$ cat src/hdl/lsoc_pkg.sv
// ----------------------------------------------------------------------------
// lsoc_pkg: shared types and constants
// Command codes, payload structs, FSM state and controller/datapath links.
// ----------------------------------------------------------------------------
`timescale 1ns / 1ps
`default_nettype none
package lsoc_pkg;
    localparam int CHAN_W  = 16;
    localparam int IDX_W   = 16;
    localparam int DEPTH   = 65536;
    localparam int CNT_W   = 17;
    localparam int PIX_W   = 4 * CHAN_W;
    localparam logic [CHAN_W-1:0] UNIT = '1;
    localparam logic [CNT_W-1:0] CNT_RESET = CNT_W'(DEPTH);

    typedef enum logic [1:0] {
        CMD_CLEAR = 2'd0,
        CMD_BEGIN = 2'd1,
        CMD_PIXEL = 2'd2,
        CMD_READ  = 2'd3
    } t_cmd;

    typedef enum logic [1:0] {
        MODE_SKIP  = 2'd0,
        MODE_BASE  = 2'd1,
        MODE_BLEND = 2'd2
    } t_mode;

    typedef struct packed {
        logic [1:0]        command;
        logic              visible;
        logic [CHAN_W-1:0] opacity;
        logic [IDX_W-1:0]  pixel_index;
        logic [CHAN_W-1:0] red;
        logic [CHAN_W-1:0] green;
        logic [CHAN_W-1:0] blue;
        logic [CHAN_W-1:0] alpha;
    } t_in;

    typedef struct packed {
        logic [IDX_W-1:0]  out_index;
        logic [CHAN_W-1:0] out_red;
        logic [CHAN_W-1:0] out_green;
        logic [CHAN_W-1:0] out_blue;
        logic [CHAN_W-1:0] out_alpha;
    } t_out;

    typedef enum logic [3:0] {
        ST_IDLE,
        ST_CLEAR,
        ST_SA_MUL,
        ST_SA_DIV,
        ST_RD_WAIT,
        ST_RD_DATA,
        ST_T_MUL,
        ST_T_DIV,
        ST_C_MUL,
        ST_C_DIV,
        ST_WRITE,
        ST_RESULT
    } t_state;

    // controller -> datapath
    typedef struct packed {
        logic       load;      // capture the input beat
        logic       clr_addr;  // reset sweep address
        logic       clr_step;  // write zero and advance sweep
        logic       mem_rd;    // read frame at pixel index
        logic       cap_rd;    // capture read data
        logic       mul_sa;    // product alpha*opacity
        logic       mul_t;     // product da*(UNIT-sa)
        logic       set_sa;    // scaled alpha from product
        logic       set_t;     // t and output alpha from product
        logic       div_go;    // start divider on channel numerator
        logic       chan_rst;  // channel counter to red
        logic       chan_adv;  // store quotient, next channel
        logic       wr_base;   // write base pixel
        logic       wr_blend;  // write blended pixel
        logic       emit;      // register the read result
    } t_ctl;

    // datapath -> controller
    typedef struct packed {
        logic       clr_last;
        logic       div_done;
        logic       sa_zero;
        logic       in_range;
        logic       chan_last;
        logic [1:0] command;
    } t_sts;
endpackage
`default_nettype wire

$ cat src/hdl/lsoc_ctrl.sv
// ----------------------------------------------------------------------------
// lsoc_ctrl: command sequencer
// Walks clear sweeps, pixel blends and reads through the datapath.
// ----------------------------------------------------------------------------
`timescale 1ns / 1ps
`default_nettype none
module lsoc_ctrl
    import lsoc_pkg::*;
(
    input  wire logic i_clk,
    input  wire logic i_rst_n,
    input  wire logic start,
    input  wire logic [1:0] i_cmd,
    input  wire t_sts i_sts,
    output logic      busy,
    output t_ctl      o_ctl,
    output logic      o_strobe
);
    t_state r_state, n_state;
    logic   r_strobe;
    logic   accept;
    logic   is_base;

    assign accept  = start && !busy;
    assign is_base = (i_sts.command == 2'd1);

    always_ff @(posedge i_clk) begin
        if (!i_rst_n) begin
            r_state  <= ST_CLEAR;
            r_strobe <= 1'b0;
        end else begin
            r_state  <= n_state;
            r_strobe <= (r_state == ST_RESULT);
        end
    end

    always_comb begin
        n_state = r_state;
        unique case (r_state)
            ST_IDLE: begin
                if (accept) begin
                    unique case (t_cmd'(i_cmd))
                        CMD_CLEAR: n_state = ST_CLEAR;
                        CMD_BEGIN: n_state = ST_IDLE;
                        CMD_PIXEL: n_state = ST_SA_MUL;
                        default:   n_state = ST_RD_WAIT;
                    endcase
                end
            end
            ST_CLEAR:   if (i_sts.clr_last) n_state = ST_IDLE;
            ST_SA_MUL:  n_state = i_sts.in_range ? ST_SA_DIV : ST_IDLE;
            ST_SA_DIV:  n_state = is_base ? ST_WRITE : ST_RD_WAIT;
            ST_RD_WAIT: n_state = ST_RD_DATA;
            ST_RD_DATA: begin
                if (i_sts.command == CMD_READ) n_state = ST_RESULT;
                else if (i_sts.sa_zero) n_state = ST_IDLE;
                else n_state = ST_T_MUL;
            end
            ST_T_MUL:   n_state = ST_T_DIV;
            ST_T_DIV:   n_state = ST_C_MUL;
            ST_C_MUL:   n_state = ST_C_DIV;
            ST_C_DIV:   if (i_sts.div_done) n_state = i_sts.chan_last ? ST_WRITE : ST_C_MUL;
            ST_WRITE:   n_state = ST_IDLE;
            ST_RESULT:  n_state = ST_IDLE;
            default:    n_state = ST_IDLE;
        endcase
    end

    always_comb begin
        o_ctl = '0;
        busy  = (r_state != ST_IDLE);
        unique case (r_state)
            ST_IDLE: begin
                o_ctl.load     = accept;
                o_ctl.clr_addr = 1'b1;
                o_ctl.chan_rst = 1'b1;
            end
            ST_CLEAR:   o_ctl.clr_step = 1'b1;
            ST_SA_MUL:  begin o_ctl.mul_sa = 1'b1; end
            ST_SA_DIV:  begin
                o_ctl.set_sa = 1'b1;
            end
            ST_RD_WAIT: o_ctl.mem_rd = 1'b1;
            ST_RD_DATA: o_ctl.cap_rd = 1'b1;
            ST_T_MUL:   o_ctl.mul_t = 1'b1;
            ST_T_DIV:   o_ctl.set_t = 1'b1;
            // launch the divider as the channel numerator is formed
            ST_C_MUL:   o_ctl.div_go = 1'b1;
            ST_C_DIV:   begin
                o_ctl.chan_adv = i_sts.div_done;
            end
            ST_WRITE:   begin
                o_ctl.wr_base  = is_base;
                o_ctl.wr_blend = !is_base;
            end
            ST_RESULT:  o_ctl.emit = 1'b1;
            default:    o_ctl = '0;
        endcase
    end

    assign o_strobe = r_strobe;

    a_no_accept_busy: assert property (@(posedge i_clk) disable iff (!i_rst_n)
        busy |-> !o_ctl.load) else $error("load while busy");
    a_strobe_after_result: assert property (@(posedge i_clk) disable iff (!i_rst_n)
        o_strobe |-> $past(r_state) == ST_RESULT) else $error("stray strobe");
    a_single_write: assert property (@(posedge i_clk) disable iff (!i_rst_n)
        !(o_ctl.wr_base && o_ctl.wr_blend)) else $error("double write");
endmodule
`default_nettype wire

$ cat config.mk
export PLATFORM = sky130hd
export DESIGN_NAME = lsoc_ctrl
export DESIGN_NICKNAME = d
export VERILOG_FILES = /design/src/hdl/lsoc_pkg.sv /design/src/hdl/lsoc_ctrl.sv
export SDC_FILE = /design/constraint.sdc
export NUM_CORES = 1
export LEC_CHECK = 0
export BUFFER_PORTS_ARGS = -buffer_cell sky130_fd_sc_hd__buf_2
export CORE_AREA = 10 10 47 49
export DETAILED_ROUTE_END_ITERATION = 7
export DIE_AREA = 0 0 57 59
export PLACE_DENSITY = 0.71
export REMOVE_ABC_BUFFERS = 1
export SETUP_SLACK_MARGIN = 0.2
export SLEW_MARGIN = 20
export SYNTH_ARGS = -nofsm -noshare
export SYNTH_HDL_FRONTEND = slang
export SYNTH_SLANG_ARGS = --single-unit
$ cat constraint.sdc
create_clock -name i_clk -period 2 [get_ports i_clk]
set_input_delay 0 -clock i_clk [delete_from_list [all_inputs] [get_ports i_clk]]
set_output_delay 0 -clock i_clk [all_outputs]
set_load 0.005 [all_outputs]
* Word-level counts from Yosys, hierarchy flattened
Index checks and enable logic that the tools add are counted.
Cells by class: eq/ne operators 18, mux-type cells 23, reduce and logical (&&, ||, !) cells 7
Operator list (count):
- 4-bit one-hot mux with 10 select lines | 1
- 4-bit 2-to-1 mux | 5
- 4-bit by 3-bit == test with 1-bit output, second input constant | 4
- 4-bit == test, second input constant | 4
- 1-bit 2-to-1 mux | 11
- 3-bit one-hot mux with 3 select lines | 1
- 4-bit by 2-bit == test with 1-bit output, second input constant | 2
- 2-bit 2-to-1 mux | 4
- 2-bit != test, second input constant | 3
- 2-bit by 1-bit == test with 1-bit output, second input constant | 2
- 2-bit == test, second input constant | 2
- 4-bit by 1-bit == test with 1-bit output, second input constant | 1
- 4-bit zero test | 1
- 4-bit nonzero test | 1
- 3-bit 2-to-1 mux | 1
- 3-bit AND reduction | 1
- 1-bit zero test | 2
- 2-bit zero test | 1
- 1-bit logical AND | 1
Storage, ports and cells: flip-flop bits (word level) 5, input bits 12, output and inout bits 17, logic and storage cells 50

* Longest topological paths before layout
Gate-level depths: netlist (run 1).
depth after elaboration 5, mapped depth 7

* Worst setup path before layout (run 1)
No wires, ideal clock.
kind register -> register, start point reg r_state[1], end point reg r_state[0], arrival time 1067 ps, data required time 1874 ps, setup slack 808 ps, cell stages (with the launch flop) 5, cells stage by stage dfxtp_1 -> and4bb_4 -> a32oi_2 -> o311a_1 -> o211ai_2
On the way: cells in the longest elaborated chain, start to end 5
RTL lines:
- from (decl) | RTL line lsoc_ctrl.sv:19 | t_state r_state, n_state;
- from (signal assigned) | RTL line lsoc_ctrl.sv:32 | r_state <= n_state;
- 4-bit nonzero test | RTL line lsoc_ctrl.sv:71 | busy = (r_state != ST_IDLE);
- 1-bit zero test | RTL line lsoc_ctrl.sv:24 | assign accept = start && !busy;
- 1-bit logical AND | RTL line lsoc_ctrl.sv:24
- 2-bit != test (no line)
- 3-bit AND reduction (no line)
Parallel ways exist; a longest one is shown, timed or not. A chain may end at the register's enable or synchronous reset.

==> results, run 1 <==
- The run finished with clean final reports.
- The critical path data arrival time is 1630 ps.
- After synthesis the cells add up to 521.8 sq um.
- The root cell of the clock tree is clkbuf_4.
- In this run the vertical extent of the chip is 59 um.
- Buffers added to address setup during post-CTS repair amount to 0.
- The worst register-to-register path begins at r_state[3].
- The number of port buffers is 28.
- Buffers inserted during clock tree synthesis total 3.
- STA classifies the critical path startpoint as a flip-flop.
- The number of antenna diodes in the final layout is 0.
- From left edge to right edge, the die measures 57 um.
- Setup repair after global routing left no endpoint under its margin.
- The top achievable clock speed is 613.4 MHz.
- Setup slack on the critical path of the routed design comes to 369.7 ps.
- The post-route worst hold slack is 35.72 ps.
- TritonCTS built the clock tree.
- The average instance in the mapped netlist occupies 7.349 sq um.
- In this run the most critical hold path is launched from i_cmd[0].
- In this run, synthesis produced a sequential element count of 5.
- The yosys synthesis warning count is 0.
- The layout has 148 filler cells.
- The initial core utilization is 37.23%.
- Among all flip-flop cells after synthesis, the most frequent one is dfxtp_1.
- For the pin with the worst max-slew slack, the measured transition is 653.0 ps.
- STA classifies the critical path endpoint as an output port.
- The number of antenna violations at the first check in global routing was 0.
- The setup slack after placement is 511.5 ps.
- The via density per instance is 5.333.
- By startpoint and endpoint, the worst setup path is classified as flip-flop to output port.
- The proportion of netlist area held by the largest area contributor is 19.18%.
- The signal on the critical path passes through inv_2 -> nor3_1 -> and3_1 -> buf_2.
- Before antenna repair, the detailed router went through 4 iterations.
- The die area is 3363 sq um.
- Summing all multi-input logic gate instances after layout gives 356.6 sq um.
- Detailed routing inserted a total of 608 vias.
- The total overflow reported by the global router is 0.
- After detailed routing, the total wire length is 1.605 mm.
- The proportion of synthesized flip-flops having asynchronous set or reset is 0%.
- The area of the core is 1401 sq um.
- The critical-path maximum fanout is 15.
- After floorplanning, the core was divided into 14 placement rows.
- The congestion estimate from routability-driven global placement came to 0.8291.
- Entering global routing, the biggest net connects 21 pins.
- The wire length of the first global-routing pass is 2.649 mm.
- The setup total negative slack is 0 ps.
- Clock-pin slew was measured on the worst setup and hold paths at 40 ps.
- The worst hold path class is input pin to flip-flop.
- The worst relative slew slack is 56.41%.
- The max-slew violation count is 0.
- The via count of the first global-routing pass is 597.
- The distinct cell type count after synthesis is 35.
- The peak supply drop is 377.7 uV.
- The area growth from synthesis to layout is 28.30%.
- In this run, synthesis inferred 0 flip-flops with an integrated enable.
- Summing all flip-flop and latch instances after layout gives 101.3 sq um.
- The non-filler instance count after layout is 114.
- Yosys attributes the largest share of cell area to dfxtp_1 19%, nor3_1 7.7%, buf_6 6.5%.
- The final clock period utilization by the worst path is 81.51%.
- The clock network latency to the later pin of the worst-skew pair is 250 ps.
- After layout, the minimum clock period comes to 1630 ps.
- The data required time at the worst endpoint is 2000 ps.
- The share of post-route cells with drive strength above 1 is 41.84%.
- The number of primary I/O pins is 29.
- The longest clock path from root to sink contains 2 buffers.
- The leakage power figure is 0.3249 nW.
- CTS built an H-tree with a depth of 1.
- The placed cell count is 109.
- The post-synthesis cell count is 71.
- The number of nets still failing antenna checks after routing is 0.
- The net count reported at finish is 111.
- The number of failing hold endpoints at the final stage is 0.
- In this run the power density over the cells is 462.3 nW/um^2.
- For this run, the register share of the synthesized area comes to 19.18%.
- The tool flagged a number of max-cap violations equal to 0.
- The slowest stage of the critical path belongs to the cell dfxtp_1.
- Summing internal, switching and leakage power gives 309.5 uW.
- The largest stage delay on the critical path is 650 ps.
- The HPWL after detailed placement is 1.223 mm.
- The synthesized design spends more area on one cell type than any other, namely dfxtp_1.
- The start point of the critical path is r_state[3].
- After detailed routing, the average wire length per cell comes to 14.08 um.
- The clock tree skew after final layout is 0.1580 ps.
- The final count of negative-setup-slack endpoints is 0.
- The count of routing violations after the opening detailed-route iteration is 8.
- The total track usage is 9.615%.
- For this run, design rule violations remaining after detail routing come to 0.
- The clock sink count is 5.
## where the power goes
part | total [mW] | switching (mW) | internal (mW)
clock | 0.123 | 0.0469 | 0.0758
sequential | 0.117 | 0.0141 | 0.103
combinational | 0.0696 | 0.0352 | 0.0345
total | 0.309 | 0.0962 | 0.213
## final cells by class
cell class | instances | area share (%)
Sequential cell | 5 | 15.14
Timing Repair Buffer | 29 | 22.43
Tap cell | 16 | 2.991
Multi-Input combinational cell | 56 | 53.27
Inverter | 4 | 2.243
Clock buffer | 4 | 3.925
## synth_stat cells, drive strengths merged, types with 2 or more instances
library cell and n:
nor2 7, o211ai 2, and2 2, a21oi 2
nor2b 2, dfxtp 5, o21ai 5, nand2 6
and3 2, nor3 8, buf 5, nand2b 3
inv 4, nand3 3, mux2i 2
## critical path, delay by kind of cell, from the launching register on
family | cells | cell delay [ps]
buf+inv | 2 | 250
flops | 1 | 650
simple gates | 2 | 470
## logic make-up (layout without fill, tap and decap cells)
| kind of cell | Yosys count | count (layout) | share of synthesized area, % |
|---|---|---|---|
| flops | 5 | 5 | 19.19 |
| compound gates | 17 | 17 | 24.94 |
| buf+inv | 10 | 37 | 12.47 |
| mux | 2 | 2 | 3.837 |
| simple gates | 37 | 37 | 39.57 |
## registers in the layout (all words and copies together), names as in the netlist
| register | count |
|---|---|
| r_state | 4 |
| o_strobe | 1 |
## timing repair
action                                  CTS  global route
endpoints found under the setup margin    0             1
hold buffers                              1             0
gates resized for setup                   0             1
endpoints found under the hold margin     1             0
## final timing paths
path | end | slack [ps] | cells past startpoint
max reg2reg | r_state[0] | 480 | 4
min reg2reg | r_state[3] | 770 | 3
max | o_ctl[3] | 370 | 4
min | r_state[2] | 40 | 3
## metal layers
metal	up-vias	GRT usage (%)	wire (um)	part of all wire, %
li1	312	-	-	-
met1	273	10.87	720	45
met2	19	15.04	738	46
met3	4	3.648	102	6.4
met4	0	5.705	43	2.7
met5	-	0	0	0
## cells in the final DEF, fill, tap and decap left out
master / n
inv_1: 1
nor3_1: 8
o21a_1: 1
a21o_1: 1
dfxtp_1: 4
clkbuf_4: 3
o211ai_1: 1
a32oi_2: 1
nor2_1: 5
nor2b_1: 2
nand3_1: 3
o211ai_2: 1
nand2_2: 1
a31oi_1: 1
and4bb_4: 1
o311a_1: 1
a31o_1: 1
dlygate4sd3_1: 1
nor2_2: 2
and2_1: 2
o221ai_1: 1
clkbuf_1: 1
nand2b_1: 3
o32a_1: 1
nand2_1: 5
o21ai_0: 3
buf_2: 28
nor4_1: 1
nor3b_1: 1
o21ai_1: 2
dfxtp_2: 1
and3_1: 2
mux2i_1: 2
inv_2: 3
a21oi_1: 2
and3b_1: 1
## per-stage QoR
stage,util (%),area (sq um)
6_report,47.77,669.4
5_1_grt,47.77,669.4
4_1_cts,47.68,668.1
3_5_place_dp,45.09,631.9
3_3_place_gp,45.09,631.9
2_1_floorplan,-,471.7
(Power assumes the default switching activity.)
==> run 2: changes to the inputs <==
- ABC_AREA: unset -> 1
- CORE_AREA: 10 10 47 49 -> unset
- CORE_MARGIN: unset -> 10
- CORE_UTILIZATION: unset -> 36
- DIE_AREA: 0 0 57 59 -> unset
- clock period: 2 -> 1.3 ns (I/O delays scaled with it)
==> run 2 against run 1 <==
Clock skew rose by 0.97 ps; combinational power rose to 3.6 times the previous value; setup slack got worse by 210 ps; critical path type unchanged; largest power group is now combinational cells.
==> results, run 2 <==
- Along the worst path, the maximum fanout reaches 4.
- The maximum clock path buffer count is 2.
- Using the TritonRoute via totals, the vias-per-cell ratio works out to 4.917.
- Once the floorplan was initialized, standard cells occupied 40.28% of the core.
- The peak supply drop is 827.7 uV.
- In the layout the commonest cells are 28 x buf_2, 14 x nor2_1, 14 x nand2_1.
- The pre-antenna-repair detailed-routing pass consisted of 4 iterations.
- The count of state elements after synthesis is 5.
- For this run, design rule violations remaining after detail routing come to 0.
- The die is 56.20 um wide.
- The final critical-path setup slack is 158.6 ps.
- For this design, the slowest cell found on the critical path is dfxtp_4.
- The H-tree level count is 1.
- After clock tree synthesis, the clock-pin slew on the worst setup and hold paths is 40 ps.
- The routed layout has 713 vias.
- The mean instance size in the synthesized netlist is 5.072 sq um.
- The prevailing post-synth register cell is dfxtp_1.
- Cells with a size suffix above 1 make up 56.49% of the layout.
- Clock latency on the worst-skew pair, taken at its later pin, is 240 ps.
- The worst register-to-register path ends at r_state[0].
- The setup total negative slack is 0 ps.
- Sorting the synthesized cells by area gives the leading types as dfxtp_1 21%, nor2_1 21%, nand2_1 19%.
- The number of antenna violations at the first check in global routing is 0.
- The first global-routing pass estimated 2.835 mm of wire.
- The top achievable clock speed is 876.2 MHz.
- The total routed wirelength is 1.859 mm.
- The largest area contributor in the synthesized netlist is dfxtp_1.
- For the worst setup path, the data arrival time is 1140 ps.
- The post-placement cell area is 625.6 sq um.
- The finished cells cover 843.3 sq um.
- The root cell of the clock tree is clkbuf_4.
- Cell internal power was estimated by the tool at 387.4 uW.
- In this run the biggest area consumer among cell types represents 21.22% of the synthesized area.
- The number of flip-flops under the largest register name is 4.
- By count the netlist is led by 26 x nor2_1, 24 x nand2_1, 19 x inv_1.
- The placed cell count is 135.
- The top cell family by delay on the critical path is flip-flops.
- The clock period minus worst slack is 1141 ps.
- The area growth from synthesis to layout is 78.78%.
- The worst setup path endpoint is o_ctl[1].
- The final estimated routing congestion in global placement is 0.9097.
- The sum of buffers and inverters on the critical path is 4.
- The TritonCTS clock tree is done.
- The worst reg2reg path depth is 9.
- The CTS buffer count is 3.
- After synthesis, the share of flip-flops with an asynchronous set or reset is 0%.
- The max-slew violation count came to 0.
- The slack of the worst reg-to-reg path is 170 ps.
- Fill cells in the final layout number 108.
- Entering global routing, the biggest net connects 9 pins.
- The proportion of total power due to net switching is 37.88%.
- The final count of negative-setup-slack endpoints is 0.
- In this run, distinct cell masters in the synthesized netlist total 12.
- In this run the worst setup path begins at r_state[2].
- The total power density per cell area is 739.6 nW/um^2.
- The via count of the first global-routing pass is 683.
- The post-route worst hold slack is 45.06 ps.
- In this run the tightest slew margin relative to its limit is 86.28%.
- In this run the cell area of the synthesized design comes to 471.7 sq um.
- The final layout contains 144 nets.
- The type of the setup path with the least slack is flip-flop to output port.
- Of the synthesized area, sequential elements account for 21.22%.
- The category of the worst setup path capture point is an output port.
- The number of antenna diodes in the final layout is 0.
- The number of enable flip-flop cells after synthesis is 0.
- The worst hold path class is input pin to flip-flop.
- The die area is 3158 sq um.
- The transition time of the tightest slew-check pin is 205.0 ps.
- The largest stage delay on the critical path is 360 ps.
- The signal on the critical path passes through inv_4 -> nand2_4 -> buf_6 -> inv_2 -> nand2_2 -> nor2_1 -> buf_2.
- The most numerous cell in the Yosys netlist is nor2_1.
- The cell count after synthesis came out at 93.
- The switching power is 236.3 uW.
- STA puts the critical path data required time at 1300 ps.
- The share of total power dissipated in sequential elements is 30.6%.
- Global routing finished with a remaining overflow of 0.
- The global routing met2 resource utilization is 16.38%.
- The clock sink count is 5.
- The flow ran to the end, and the final reports show no timing, DRC or antenna violations.
- During synthesis, Yosys emitted a total of 0 warnings.
- After layout, the worst path uses 87.80% of the clock period.
- The number of nets still failing antenna checks after routing is 0.
- The number of primary I/O pins is 29.
- The number of core rows is 12.
- The number of port buffers is 28.
- The number of failing hold endpoints at the final stage is 0.
- The finished layout holds 145 standard cells, fillers aside.
- After detailed routing, the average wire length per cell comes to 12.82 um.
- In this run, the number of DRC markers left after iteration 0 of detailed routing was 16.
- The global routing met3 resource utilization is 5.695%.
- Setup repair after global routing could not meet its margin everywhere.
- After global routing, the most crowded layer is met2.
- The area of the core is 1171 sq um.
- The leakage power figure is 0.4760 nW.
- In this run, the clock network consumes 29.3% of the power.
- Per report_power, the combinational group accounts for 40.1% of the total.
- The setup slack after placement is 58.72 ps.
- The worst register-to-register path begins at r_state[2].
- The library cell used most frequently in the layout, excluding fill and tap cells, is buf_2.
- The total track usage is 10.37%.
- The instance count on the critical path is 7.
- Across the routed clock network, the largest skew measured is 1.130 ps.
- The type of element launching the critical path is a flip-flop.
- Measured along the y axis, the die boundary spans 56.20 um.
- Measured on the finished design, the core utilization comes to 72.01%.
- The most flop-heavy register is r_state.
- For this run, global-route usage on met1 was measured as 11.82%.
- The max-capacitance violation count is 0.
- The total half-perimeter wirelength after legalization and detailed placement is 1.297 mm.
- Summing internal, switching and leakage power gives 623.7 uW.
==> run 2: cell count changes after synthesis, sizes merged, moves of 4 or more <==
cell | before | now
nor2 | 7 | 26
o21ai | 5 | 0
inv | 4 | 19
nor3 | 8 | 4
nand3 | 3 | 7
nand2 | 6 | 24
==> run 2: metal layers <==
metal | share of wire (%) | vias to the layer above
met1 | 42 | 315
li1 | - | 357
met3 | 9.4 | 4
met5 | 0 | -
met2 | 48 | 37
met4 | 1.4 | 0
==> run 2: repair_timing <==
item / in CTS / in global routing
setup endpoints to repair: 19 / 20
setup buffers: 3 / 3
pin swaps: 7 / 9
resized for setup: 26 / 27
hold buffers: 0 / 0
==> run 2: cells by family after synthesis <==
family,count (synthesis),share of synthesized area [%]
AOI/OAI and AO/OA,2,2.387
buffers and inverters,21,19.10
and+or+nand+nor,65,57.29
DFF,5,21.22
==> run 2: area by class of cell <==
class	count	area, sq um	share of cell area [%]
clock buffers	4	26.28	3.116
inverters	19	76.32	9.050
multi-input cells	67	396.6	47.03
flip-flops and latches	5	115.1	13.65
well taps	14	17.52	2.077
repair buffers	36	211.5	25.07
==> run 2: worst min-delay path: stages <==
cell and delay [ps]:
buf_2 70, inv_1 80, nor2_1 100
==> run 2: power groups by stage <==
stage	combinational [mW]	clock, mW	sequential (mW)
5_1_grt	0.275	0.210	0.193
4_1_cts	0.199	0.188	0.184
3_5_place_dp	0.173	0	0.180
6_report	0.250	0.183	0.191
3_3_place_gp	0.172	0	0.179
2_1_floorplan	0.101	0	0.176
==> run 2: worst min path at each step <==
stage / startpoint / endpoint / slack [ps] / cells past startpoint
3_5_place_dp: i_rst_n / r_state[2] / 280 / 3
5_1_grt: i_rst_n / r_state[2] / 50 / 3
2_1_floorplan: start / o_ctl[14] / 90 / 2
4_1_cts: i_rst_n / r_state[2] / 30 / 3
6_report: i_rst_n / r_state[2] / 50 / 3
3_3_place_gp: i_rst_n / r_state[1] / 290 / 3
